### config.mk
export PLATFORM = sky130hd
export DESIGN_NAME = dedup_event_stack_unit_flat
export DESIGN_NICKNAME = d
export VERILOG_FILES = /design/src/hdl/des_pkg.sv /design/src/hdl/des_if.sv /design/src/hdl/dedup_event_stack_unit.sv /design/src/hdl/des_ram.sv /design/src/flat_wrapper.sv
export SDC_FILE = /design/constraint.sdc
export NUM_CORES = 1
export LEC_CHECK = 0
export ABC_AREA = 1
export BUFFER_PORTS_ARGS = -buffer_cell sky130_fd_sc_hd__buf_2
export CAP_MARGIN = 5
export CELL_PAD_IN_SITES_DETAIL_PLACEMENT = 1
export CELL_PAD_IN_SITES_GLOBAL_PLACEMENT = 2
export CORE_UTILIZATION = 45
export DETAILED_ROUTE_END_ITERATION = 8
export PLACE_DENSITY_LB_ADDON = 0.1
export SETUP_SLACK_MARGIN = 0.15
export SLEW_MARGIN = 20
export SYNTH_ARGS = -nofsm -noshare
export SYNTH_HDL_FRONTEND = slang
export SYNTH_SLANG_ARGS = --single-unit
### constraint.sdc
create_clock -name clk_i -period 4 [get_ports clk_i]
set_input_delay 0.4 -clock clk_i [delete_from_list [all_inputs] [get_ports clk_i]]
set_output_delay 0.4 -clock clk_i [all_outputs]
set_load 0.05 [all_outputs]
### src/hdl/des_pkg.sv
// Shared widths, opcodes and status codes of the deduplicating event stack.
package des_pkg;

  // Fixed payload widths
  localparam int unsigned OpW     = 1;
  localparam int unsigned IdW     = 8;
  localparam int unsigned StatusW = 2;

  // Operation codes
  localparam logic [OpW-1:0] OP_POST = 1'b0;
  localparam logic [OpW-1:0] OP_POP  = 1'b1;

  // Result status codes
  typedef enum logic [StatusW-1:0] {
    ST_OK      = 2'd0,
    ST_PRESENT = 2'd1,
    ST_EMPTY   = 2'd2,
    ST_OVER    = 2'd3
  } status_e;

endpackage

### src/hdl/des_if.sv
// Valid/ready channel interfaces for the request and response items.
interface des_req_if;
  logic                       valid;
  logic                       ready;
  logic [des_pkg::OpW-1:0]    op;
  logic [des_pkg::IdW-1:0]    event_id;

  modport source (output valid, output op, output event_id, input ready);
  modport sink   (input valid, input op, input event_id, output ready);
endinterface

interface des_rsp_if;
  logic                         valid;
  logic                         ready;
  logic [des_pkg::StatusW-1:0]  status;
  logic [des_pkg::IdW-1:0]      event_out;

  modport source (output valid, output status, output event_out, input ready);
  modport sink   (input valid, input status, input event_out, output ready);
endinterface

### src/hdl/dedup_event_stack_unit.sv
// Top level: deduplicating LIFO event store with a sequential duplicate scan.
//
//  channel  dir  handshake      payload
//  req_i    in   valid/ready    op (0 post, 1 pop), event_id[7:0]
//  rsp_o    out  valid/ready    status[1:0], event_out[7:0]
//
// A post scans the stored codes one per cycle through the slot RAM's single
// read port and one comparator. One item at a time is worked.
// Reset (rst_ni, async low) empties the store; slot contents are not cleared.
// The result sits in an output register; the next item is taken while it
// waits, but finishing that next item stalls until the result is taken.
module dedup_event_stack_unit #(
  parameter int unsigned DEPTH       = 16,
  parameter int unsigned EVENT_WIDTH = 8
) (
  input  logic      clk_i,
  input  logic      rst_ni,
  des_req_if.sink   req_i,
  des_rsp_if.source rsp_o
);

  import des_pkg::*;

  localparam int unsigned AW    = (DEPTH > 1) ? $clog2(DEPTH) : 1;
  localparam int unsigned CW    = $clog2(DEPTH + 1);
  localparam int unsigned WideW = (EVENT_WIDTH > IdW) ? EVENT_WIDTH : IdW;

  // Sequencer states
  localparam logic [1:0] S_IDLE  = 2'd0;
  localparam logic [1:0] S_SCAN  = 2'd1;
  localparam logic [1:0] S_POPRD = 2'd2;
  localparam logic [1:0] S_FIN   = 2'd3;

  logic [1:0]             state_q, state_d;
  logic [CW-1:0]          count_q, count_d;
  logic [AW-1:0]          idx_q, idx_d;
  logic [EVENT_WIDTH-1:0] code_q, code_d;
  status_e                res_status_q, res_status_d;
  logic [IdW-1:0]         res_event_q, res_event_d;
  logic                   out_valid_q, out_valid_d;
  status_e                out_status_q;
  logic [IdW-1:0]         out_event_q;

  logic                   accept;
  logic                   out_free;
  logic                   ram_we;
  logic [AW-1:0]          ram_waddr;
  logic [AW-1:0]          ram_raddr;
  logic [EVENT_WIDTH-1:0] ram_rdata;
  logic [WideW-1:0]       id_wide;
  logic [WideW-1:0]       rd_wide;
  logic [EVENT_WIDTH-1:0] id_code;
  logic [CW-1:0]          count_dec;
  logic [CW-1:0]          idx_next;

  // Width adaption between the 8-bit ports and the stored code width
  assign id_wide = WideW'(req_i.event_id);
  assign id_code = id_wide[EVENT_WIDTH-1:0];
  assign rd_wide = WideW'(ram_rdata);

  assign count_dec = count_q - CW'(1);
  assign idx_next  = CW'(idx_q) + CW'(1);

  assign accept   = req_i.valid && req_i.ready;
  assign out_free = !out_valid_q || rsp_o.ready;

  assign req_i.ready = (state_q == S_IDLE);
  assign ram_waddr   = count_q[AW-1:0];

  // Slot storage
  des_ram #(
    .WIDTH (EVENT_WIDTH),
    .DEPTH (DEPTH)
  ) u_slots (
    .clk_i   (clk_i),
    .we_i    (ram_we),
    .waddr_i (ram_waddr),
    .wdata_i (code_d),
    .raddr_i (ram_raddr),
    .rdata_o (ram_rdata)
  );

  // Sequencer: scan, pop read, result hand-off
  always_comb begin
    state_d      = state_q;
    count_d      = count_q;
    idx_d        = idx_q;
    code_d       = code_q;
    res_status_d = res_status_q;
    res_event_d  = res_event_q;
    ram_we       = 1'b0;
    ram_raddr    = '0;

    unique case (state_q)
      S_IDLE: begin
        if (accept) begin
          code_d      = id_code;
          res_event_d = '0;
          idx_d       = '0;
          if (req_i.op == OP_POST) begin
            if (count_q == CW'(DEPTH)) begin
              res_status_d = ST_OVER;
              state_d      = S_FIN;
            end else if (count_q == '0) begin
              ram_we       = 1'b1;
              count_d      = count_q + CW'(1);
              res_status_d = ST_OK;
              state_d      = S_FIN;
            end else begin
              ram_raddr = '0;
              state_d   = S_SCAN;
            end
          end else begin
            if (count_q == '0) begin
              res_status_d = ST_EMPTY;
              state_d      = S_FIN;
            end else begin
              ram_raddr = count_dec[AW-1:0];
              state_d   = S_POPRD;
            end
          end
        end
      end
      S_SCAN: begin
        ram_raddr = idx_next[AW-1:0];
        if (ram_rdata == code_q) begin
          res_status_d = ST_PRESENT;
          state_d      = S_FIN;
        end else if (idx_next == count_q) begin
          // no match among stored codes: append
          ram_we       = 1'b1;
          count_d      = count_q + CW'(1);
          res_status_d = ST_OK;
          state_d      = S_FIN;
        end else begin
          idx_d = idx_next[AW-1:0];
        end
      end
      S_POPRD: begin
        res_status_d = ST_OK;
        res_event_d  = rd_wide[IdW-1:0];
        count_d      = count_dec;
        state_d      = S_FIN;
      end
      S_FIN: begin
        if (out_free) begin
          state_d = S_IDLE;
        end
      end
      default: begin
        state_d = S_IDLE;
      end
    endcase
  end

  // Output register valid
  always_comb begin
    out_valid_d = out_valid_q;
    if (rsp_o.ready) begin
      out_valid_d = 1'b0;
    end
    if (state_q == S_FIN && out_free) begin
      out_valid_d = 1'b1;
    end
  end

  // Control registers
  always_ff @(posedge clk_i or negedge rst_ni) begin
    if (!rst_ni) begin
      state_q     <= S_IDLE;
      count_q     <= '0;
      out_valid_q <= 1'b0;
    end else begin
      state_q     <= state_d;
      count_q     <= count_d;
      out_valid_q <= out_valid_d;
    end
  end

  // Payload registers
  always_ff @(posedge clk_i) begin
    idx_q        <= idx_d;
    code_q       <= code_d;
    res_status_q <= res_status_d;
    res_event_q  <= res_event_d;
    if (state_q == S_FIN && out_free) begin
      out_status_q <= res_status_q;
      out_event_q  <= res_event_q;
    end
  end

  assign rsp_o.valid     = out_valid_q;
  assign rsp_o.status    = out_status_q;
  assign rsp_o.event_out = out_event_q;

endmodule

### src/hdl/des_ram.sv
// Generic single-write, single-read RAM with registered read data.
module des_ram #(
  parameter int unsigned WIDTH = 8,
  parameter int unsigned DEPTH = 16,
  localparam int unsigned AW   = (DEPTH > 1) ? $clog2(DEPTH) : 1
) (
  input  logic             clk_i,
  input  logic             we_i,
  input  logic [AW-1:0]    waddr_i,
  input  logic [WIDTH-1:0] wdata_i,
  input  logic [AW-1:0]    raddr_i,
  output logic [WIDTH-1:0] rdata_o
);

  logic [WIDTH-1:0] mem_q [DEPTH];
  logic [WIDTH-1:0] rdata_q;

  always_ff @(posedge clk_i) begin
    if (we_i) begin
      mem_q[waddr_i] <= wdata_i;
    end
    rdata_q <= mem_q[raddr_i];
  end

  assign rdata_o = rdata_q;

endmodule
### src/flat_wrapper.sv
// flat-port wrapper written by rule: the top's interface ports become plain ports
module dedup_event_stack_unit_flat import des_pkg::*;
#(
  parameter int unsigned DEPTH       = 16,
  parameter int unsigned EVENT_WIDTH = 8
)
  (clk_i, rst_ni, req_i_valid, req_i_op, req_i_event_id, req_i_ready, rsp_o_valid, rsp_o_status, rsp_o_event_out, rsp_o_ready);
  des_req_if req_i_i ();
  des_rsp_if rsp_o_i ();
  input  logic clk_i;
  input  logic rst_ni;
  input wire logic [$bits(req_i_i.valid)-1:0] req_i_valid;
  input wire logic [$bits(req_i_i.op)-1:0] req_i_op;
  input wire logic [$bits(req_i_i.event_id)-1:0] req_i_event_id;
  output wire logic [$bits(req_i_i.ready)-1:0] req_i_ready;
  output wire logic [$bits(rsp_o_i.valid)-1:0] rsp_o_valid;
  output wire logic [$bits(rsp_o_i.status)-1:0] rsp_o_status;
  output wire logic [$bits(rsp_o_i.event_out)-1:0] rsp_o_event_out;
  input wire logic [$bits(rsp_o_i.ready)-1:0] rsp_o_ready;
  assign req_i_i.valid = req_i_valid;
  assign req_i_i.op = req_i_op;
  assign req_i_i.event_id = req_i_event_id;
  assign req_i_ready = req_i_i.ready;
  assign rsp_o_valid = rsp_o_i.valid;
  assign rsp_o_status = rsp_o_i.status;
  assign rsp_o_event_out = rsp_o_i.event_out;
  assign rsp_o_i.ready = rsp_o_ready;
  dedup_event_stack_unit #(.DEPTH(DEPTH), .EVENT_WIDTH(EVENT_WIDTH)) u_core (.clk_i(clk_i), .rst_ni(rst_ni), .req_i(req_i_i), .rsp_o(rsp_o_i));
endmodule
==> results of run 1 <==
[cell type report]
cell class              count  area [µm²]
well taps                 229       286.5
flip-flops and latches    176        5085
repair buffers             31       187.7
clock inverters            15       165.2
inverters                 100       375.4
fillers                  1980        8945
clock buffers              17       425.4
multi-input cells         471        2555
[cells in the final DEF, fill, tap and decap left out, drive strengths merged, types with 2 or more instances in the layout]
cell      count
ha           11
dfxtp        16
o21ai        10
clkbuf       17
edfxtp      152
nor2         31
xnor2         7
xor2         12
a21oi         5
inv         109
buf          30
nand2       227
clkinv        3
clkinvlp      2
nand4         3
nand3       161
dfrtp         8
[synthesized netlist by cell type (all sizes together)]
cell | count | area share [%]
xor2 | 12 | 1.5
inv | 99 | 4.5
nor2 | 31 | 1.8
o22ai | 1 | 0.24
xnor2 | 7 | 0.74
dfxtp | 16 | 3.9
a31oi | 1 | 0.075
o21a | 1 | 0.090
nand2 | 227 | 11
nand2b | 1 | 0.075
dfrtp | 8 | 2.4
a21oi | 5 | 0.44
edfxtp | 152 | 55
clkbuf | 1 | 0.045
ha | 11 | 1.7
buf | 31 | 3.5
nand4 | 3 | 0.23
o21ai | 10 | 0.74
clkinv | 1 | 0.045
nand3 | 161 | 13
[final timing paths]
kind                                              from                   endpoint  slack (ps)  cells past startpoint
worst max register to register       u_core.state_q[0]  u_core.u_slots.rdata_o[1]         740                     11
min in group asynchronous                       rst_ni         u_core.rsp_o.valid         350                      2
worst max-delay path                 u_core.state_q[0]  u_core.u_slots.rdata_o[1]         740                     11
worst min-delay path                       rsp_o_ready         u_core.rsp_o.valid         230                      4
max in group asynchronous                       rst_ni          u_core.state_q[0]        3470                      2
worst min register to register  u_core.res_status_q[1]     u_core.rsp_o.status[1]         420                      0
[report_power, final]
part	internal [mW]	total, mW	switching, mW
Combinational	0.786	2.98	2.20
Clock	0.892	1.67	0.782
Sequential	2.55	2.77	0.222
Total	4.23	7.43	3.20
[routing by layer]
metal  track usage [%]  up-vias
li1                  -     2607
met4             7.911        0
met5                 0        -
met2             38.72       99
met1             32.40     2778
met3             3.363       20
[logic make-up (layout without fill, tap and decap cells)]
family          Yosys count  in the layout  synth area share [%]
buf+inv                 132            163                 8.084
compound gates           18             18                 1.581
fa+ha+maj                11             11                 1.656
xor+xnor                 19             19                 2.273
simple gates            423            423                 25.23
flops                   176            176                 61.18
[critical path: stages, from the launching register on]
cell     delay, ps
dfrtp_1        420
inv_1          120
ha_1           310
nand2_2        260
nor2_4         170
nand3_4        410
nand2_4        730
nand2_1        130
nand3_1        120
nand3_1        100
nand3_1        210
nand2_1         90
[sequential cells by signal, summed over array words and instances (netlist names)]
| signal | count |
|---|---|
| u_core.state_q | 2 |
| u_core.count_q | 5 |
| u_core.res_event_q | 8 |
| u_core.u_slots.mem_q | 128 |
| u_core.res_status_q | 2 |
| u_core.idx_q | 4 |
| u_core.rsp_o.status | 2 |
| u_core.code_q | 8 |
| u_core.rsp_o.event_out | 8 |
| u_core.u_slots.rdata_o | 8 |
| u_core.rsp_o.valid | 1 |
==> results.tsv, run 1 <==
metric	value	unit
Place WS	763.5	ps
height of the die	137.9	µm
Max VDD drop	0.4262	mV
initial DRC count	322	
DRC	0	
Final Hold Vio Count	0	
final non-filler cell total	1039	
post-synthesis cell type count	32	
WL met1	10040	µm
Layout area overhead	9.243	%
register area share after synthesis	61.18	%
Final Slew Violations	0	
initial core utilization	46.11	%
met3 routed WL	607	µm
DR WL/cell	20.38	µm
Buffers on Ports	24	
synth warn	0	
RePlAce Congestion	0.8230	
Fin Setup TNS	0	ps
Post-CTS Setup Repair Bufs	0	
Nets	821	
smallest hold slack	232.1	ps
total grt overflow	0	
initial antenna violation count	0	
Placement Cell Area	8479	µm²
final instance area	9080	µm²
DRT Pass-1 Iters	5	
final setup margin	738.1	ps
total core area	18020	µm²
fmax	306.6	MHz
Leak	3.856	nW
drt total wl	21180	µm
die width	137.9	µm
first-pass GRT wire length	32240	µm
Worst setup SP type	flop	
cell total after placement	1006	
vias	5504	
Final Core Density	50.37	%
layout cells sized above 1	16.79	%
Max-cap violations	0	
Synth Area per Inst	10.67	µm²
Setup Skew	5.424	ps
power density cells	818.0	nW/µm²
Post-Syn Nets	803	
Design Power	7.428	mW
I/O pins	25	
setup repair after global routing missed its margin	no	
post-DR vias/cell	5.297	
worst-margin pin slew	1091	ps
met2 routed WL	10190	µm
pin count of the biggest net entering global routing	65	
clk buf depth	2	
cts bufs inserted	17	
min Tclk post-route	3262	ps
uppermost layer routed	met4	
Setup-failing EPs final	0	
CTS tree	built	
Worst slew margin	27.29	%
clock root cell	clkbuf_16	
Seq cells post-synth	176	
critical path fanouts, max	64	
status	completed	
crit share post-route	81.55	%
Worst EP arrival	3590	ps
CTS resizes	0	
Rows	49	
H-tree depth	4	
Synth Instances	779	
CTS sink cnt	176	
worst hold path class	in -> reg	
vias in the first global route	5647	
Synth Cell Area	8312	µm²
gr usage total	23.70	%
clock slew at reported path FFs	70	ps
dpl hpwl	13770	µm
crit end category	flop	
Crit Path Class	reg -> reg	
Critical Path RT	4330	ps
CTS Hold Buffers Added	1	
die area	19020	µm²
worst-skew pair later-pin latency	440	ps
post-route ant nets	0	
diode count	0	
(Power assumes the default switching activity.)
==> run 2: changes to the inputs <==
CORE_UTILIZATION = 38   (was 45)
clock period = 3 ns   (was 4 ns; I/O delays follow)
==> run 2 against run 1 <==
First-iteration DRC count decreased by 2.8%. Design area is 2.4% higher. Clock power rose by 23%. Sequential share of layout area shrank 1.3 points. Die area increased by 18%. Maximum frequency increased by 27%. Worst hold slack lost 95 ps. Sequential cell count did not move. Largest cell class unchanged.
==> results.tsv, run 2 (synthesized netlist as in run 1, its figures left out) <==
metric	value	unit
cells on worst reg2reg path	9	
Hold Path Stages	4	
commonest cells after routing, fill and taps aside	nand2_1, edfxtp_1, nand3_1	
WHS Endpoint	u_core.rsp_o.valid	
Max-cap violations	0	
Critical Path RT	3140	ps
Crit Path Class	reg -> reg	
Max VDD drop	0.4010	mV
vias	5462	
footprint of the multi-input gates	2555	µm²
worst-margin pin slew	944.5	ps
smallest hold slack	137.1	ps
I/O pins	25	
combinational share of power	42.3	%
DRT Pass-1 Iters	4	
Post-CTS Setup Repair Bufs	0	
fmax	388.4	MHz
Final Hold Vio Count	0	
die width	149.9	µm
Worst Hold Launch	rsp_o_ready	
CTS resizes	0	
RePlAce Congestion	0.7626	
Worst setup SP type	flop	
net switching power	4.241	mW
Final Slew Violations	0	
initial core utilization	39.17	%
layout cells sized above 1	19.04	%
DR WL/cell	20.18	µm
Setup Skew	17.69	ps
total core area	21220	µm²
switching part of the total power	42.98	%
status	completed	
initial antenna violation count	0	
uppermost layer routed	met4	
FF-to-FF setup slack	430	ps
internal power	5.626	mW
Crit Reg-Reg Endpoint	u_core.u_slots.mem_q[14][5]	
critical path fanouts, max	13	
post-DR vias/cell	4.921	
gr usage total	21.36	%
pin count of the biggest net entering global routing	65	
max FFs per register	128	
Fin Setup TNS	0	ps
met3 routed WL	816	µm
initial DRC count	313	
total grt overflow	0	
Nets	847	
Layout area overhead	11.86	%
clock slew at reported path FFs	70	ps
first-pass GRT wire length	34390	µm
drt total wl	22400	µm
vias in the first global route	5698	
Rows	53	
clock root cell	clkbuf_16	
crit share post-route	85.82	%
CTS tree	built	
H-tree depth	4	
Top reg by flops	u_core.u_slots.mem_q	
CTS Hold Buffers Added	1	
Setup-failing EPs final	0	
sequential power share	36.9	%
met2 routed WL	10450	µm
die area	22470	µm²
most common cell after layout, fill and taps aside	nand2_1	
min Tclk post-route	2575	ps
R2R Path Start	u_core.state_q[1]	
clk buf depth	2	
post-route ant nets	0	
Leak	3.970	nW
CTS sink cnt	176	
worst-skew pair later-pin latency	440	ps
Layout fillers	2404	
worst hold path class	in -> reg	
Worst slew margin	37.03	%
setup repair after global routing missed its margin	no	
WL met1	10960	µm
DRC	0	
Clock Power Share	20.8	%
crit end category	flop	
Buffers on Ports	24	
Worst EP arrival	2720	ps
area occupied by registers	5085	µm²
height of the die	149.9	µm
dpl hpwl	15420	µm
power density cells	1061	nW/µm²
diode count	0	
cts bufs inserted	17	
==> run 2: power by group through the flow <==
stage | sequential [mW] | combinational (mW) | clock [mW]
final | 3.64 | 4.18 | 2.05
after global routing | 3.68 | 4.64 | 2.18
after CTS | 3.65 | 4.27 | 2.10
after detailed placement | 3.70 | 4.25 | 0
after global placement | 3.68 | 4.21 | 0
after floorplan | 3.75 | 2.75 | 0
==> run 2: worst max-delay path: stages (launching register included) <==
cell and delay [ps]:
dfrtp_1 410, inv_1 110, ha_1 310, nand2_2 260, clkinv_1 270, nand4_1 240, nand2_2 190, nand2_2 140
nor2_1 150, buf_4 200
==> run 2: routing by layer <==
metal / track usage (%) / up-vias
met1: 30.56 / 2713
met3: 3.750 / 12
li1: - / 2657
met2: 33.33 / 80
met4: 5.556 / 0
met5: 0 / -
==> run 2: how the worst max path moves through the flow <==
stage,endpoint,slack [ps],start
3_3_place_gp,u_core.u_slots.mem_q[6][6],490,u_core.state_q[0]
6_report,u_core.u_slots.mem_q[14][5],430,u_core.state_q[1]
4_1_cts,u_core.u_slots.mem_q[1][5],390,u_core.state_q[0]
5_1_grt,u_core.u_slots.mem_q[14][7],190,u_core.state_q[0]
2_1_floorplan,u_core.u_slots.mem_q[3][0],450,u_core.state_q[0]
3_5_place_dp,u_core.u_slots.mem_q[1][0],410,u_core.state_q[0]
==> run 2: cell type report <==
class | count | area share, %
clock buffers | 17 | 4.575
clock inverters | 14 | 1.130
inverters | 100 | 4.037
multi-input cells | 471 | 27.48
flip-flops and latches | 176 | 54.69
well taps | 275 | 3.701
repair buffers | 57 | 4.387
==> run 2: metrics by stage <==
stage          setup slack [ps]  cells  total power, mW  util (%)  instance area [µm²]
2_1_floorplan             451.8    779            6.502         -                 8312
3_3_place_gp              486.0   1078            7.884     41.27                 8757
3_5_place_dp              405.4   1078            7.949     41.27                 8757
4_1_cts                   386.0   1110            10.02     43.81                 9298
5_1_grt                   193.2   1110            10.50     43.81                 9298
6_report                  425.4   1110            9.867     43.81                 9298
==> run 3: changes to the inputs <==
CORE_UTILIZATION = 36   (was 38)
SYNTH_HIERARCHICAL = 1   (was unset)
==> run 3 against run 2 <==
Clock skew down 7.2 ps. Worst hold slack improved by 9.8 ps. Final cell count rose by 5.9%. Worst setup slack got worse by 110 ps. Design area is 0.83% lower. Register-to-register slack worse by 110 ps. Synthesized area down 3.7%. Global-route usage decreased by 1.3 points. Sequential cell count did not move. Largest cell class unchanged.
==> results.tsv, run 3 <==
metric	value	unit
worst hold path class	in -> reg	
Buffers on Ports	24	
Commonest cells post-synth	nand2_1, edfxtp_1, inv_1, nand3_1, nor2_1	
vias in the first global route	5889	
uppermost layer routed	met4	
Area contributors post-synth	edfxtp_1, nand2_1, nand3_1, inv_1, dfxtp_1	
DR WL/cell	18.08	µm
Clock Power Share	22.8	%
Final Core Density	42.25	%
Largest stage delay, worst path	510	ps
clk buf depth	2	
combinational share of power	41.1	%
Post-Syn Nets	852	
Worst setup SP type	flop	
I/O pins	25	
pin count of the biggest net entering global routing	65	
Leak	4.133	nW
Final Slew Violations	0	
post-route ant nets	0	
total core area	21820	µm²
Critical Path RT	3130	ps
Yosys top cell by area	edfxtp_1	
met3 routed WL	404	µm
net switching power	4.225	mW
Synth top area share	57.04	%
power density cells	1098	nW/µm²
critical path fanouts, max	8	
post-synthesis cell type count	28	
setup repair after global routing missed its margin	yes	
Final Hold Vio Count	0	
CTS sink cnt	176	
dpl hpwl	14790	µm
die area	22830	µm²
worst-skew pair later-pin latency	430	ps
drt total wl	21250	µm
Fin Setup TNS	0	ps
initial antenna violation count	0	
Post-synth EDFFs	152	
initial core utilization	36.66	%
most common cell after layout, fill and taps aside	nand2_1	
H-tree depth	4	
slowest cell on the critical path	edfxtp_1	
CP bufs+invs	1	
layout cells sized above 1	12.07	%
Layout area overhead	15.23	%
Largest delay share family, worst path	simple AND/OR/NAND/NOR gates	
status	completed	
max FFs per register	128	
register area share after synthesis	63.55	%
Setup-failing EPs final	0	
Seq cells post-synth	176	
Worst EP arrival	2810	ps
WL met1	10160	µm
Setup Skew	10.51	ps
post-DR vias/cell	4.771	
crit share post-route	89.49	%
vias	5606	
area occupied by registers	5085	µm²
total grt overflow	0	
clock slew at reported path FFs	70	ps
height of the die	151.1	µm
RePlAce Congestion	0.7841	
Crit Path Class	reg -> reg	
min Tclk post-route	2685	ps
die width	151.1	µm
crit end category	flop	
sequential power share	36.1	%
commonest cells after routing, fill and taps aside	nand2_1, edfxtp_1, inv_1	
Worst slew margin	32.93	%
Max VDD drop	0.4033	mV
Synth Cell Area	8001	µm²
Rows	54	
Top FF cell, synth	edfxtp_1	
Max-cap violations	0	
Synth Area per Inst	9.629	µm²
DRT Pass-1 Iters	6	
footprint of the multi-input gates	2162	µm²
first-pass GRT wire length	33110	µm
met2 routed WL	10210	µm
gr usage total	20.01	%
Layout fillers	2488	
synth warn	6	
internal power	5.894	mW
Top reg by flops	u_core/u_slots/mem_q	
worst-margin pin slew	1006	ps
DRC	0	
fraction of registers with async set or reset after synthesis	4.545	%
Synth Instances	831	
fmax	372.5	MHz
switching part of the total power	41.75	%
count leader, synth	nand2_1	
diode count	0	
CTS tree	built	
worst-path cell chain	ha_1 -> xnor2_1 -> nand3_2 -> nor2_4 -> nand3_1 -> o21ai_0 -> nand3b_1 -> nor2_1 -> buf_4	
Nets	903	
cts bufs inserted	17	
initial DRC count	277	
clock root cell	clkbuf_16	
[run 3: kinds of logic after synthesis]
| group | share of synthesized area (%) |
|---|---|
| AOI/OAI and AO/OA | 1.986 |
| xor gates and xnor gates | 0.7662 |
| adders and majority gates | 1.251 |
| buffers and inverters | 9.648 |
| DFF | 63.55 |
| and+or+nand+nor | 22.80 |
[run 3: metal layers]
metal	vias to the layer above	GRT usage, %
li1	2749	-
met1	2777	26.57
met2	48	33.23
met3	32	2.861
met5	-	0
met4	0	7.200
[run 3: worst min-delay path, delay by kind of cell]
kind | cells | cell delay [ps]
buffers and inverters | 2 | 110
and+or+nand+nor | 2 | 120
[run 3: repair_timing]
item	CTS	global route
setup buffers	0	0
endpoints found under the hold margin	8	0
endpoints found under the setup margin	0	8
resized for setup	0	2
hold buffers	1	0
[run 3: final cells by class]
cell class,count,area share [%]
Clock inverter,14,1.954
Multi-Input combinational cell,474,23.45
Inverter,152,6.242
Timing Repair Buffer,61,4.750
Clock buffer,18,4.655
Sequential cell,176,55.15
Tap cell,280,3.800
[run 3: path summary, 6_finish.rpt]
check | startpoint | end | depth (start not counted) | slack [ps]
min in group asynchronous | rst_ni | u_core/count_q[2] | 2 | 260
worst max register to register | u_core/idx_q[0] | u_core/u_slots/mem_q[7][5] | 9 | 320
max in group asynchronous | rst_ni | u_core/state_q[1] | 2 | 2530
worst min register to register | u_core/res_event_q[0] | u_core/rsp_o.event_out[0] | 0 | 420
worst max-delay path | u_core/idx_q[0] | u_core/u_slots/mem_q[7][5] | 9 | 320
worst min-delay path | rsp_o_ready | u_core/rsp_o.valid | 4 | 150
[run 3: stage by stage]
stage	area, µm²	hold WS (ps)	std cells	power (mW)	setup WS, ps
after floorplan	8001	4.409	831	6.398	176.4
after global placement	8598	172.8	1142	7.815	238.9
after detailed placement	8598	177.6	1142	7.917	212.8
after CTS	9218	143.1	1175	10.25	197.1
after global routing	9220	174.6	1175	10.79	123.1
final	9220	146.9	1175	10.12	315.4
[run 3: power groups by stage]
stage | combinational [mW] | clock, mW | sequential, mW
floorplan | 2.65 | 0 | 3.74
global placement | 4.12 | 0 | 3.69
detailed placement | 4.20 | 0 | 3.72
CTS | 4.23 | 2.36 | 3.66
global route | 4.64 | 2.46 | 3.70
finish | 4.15 | 2.31 | 3.65
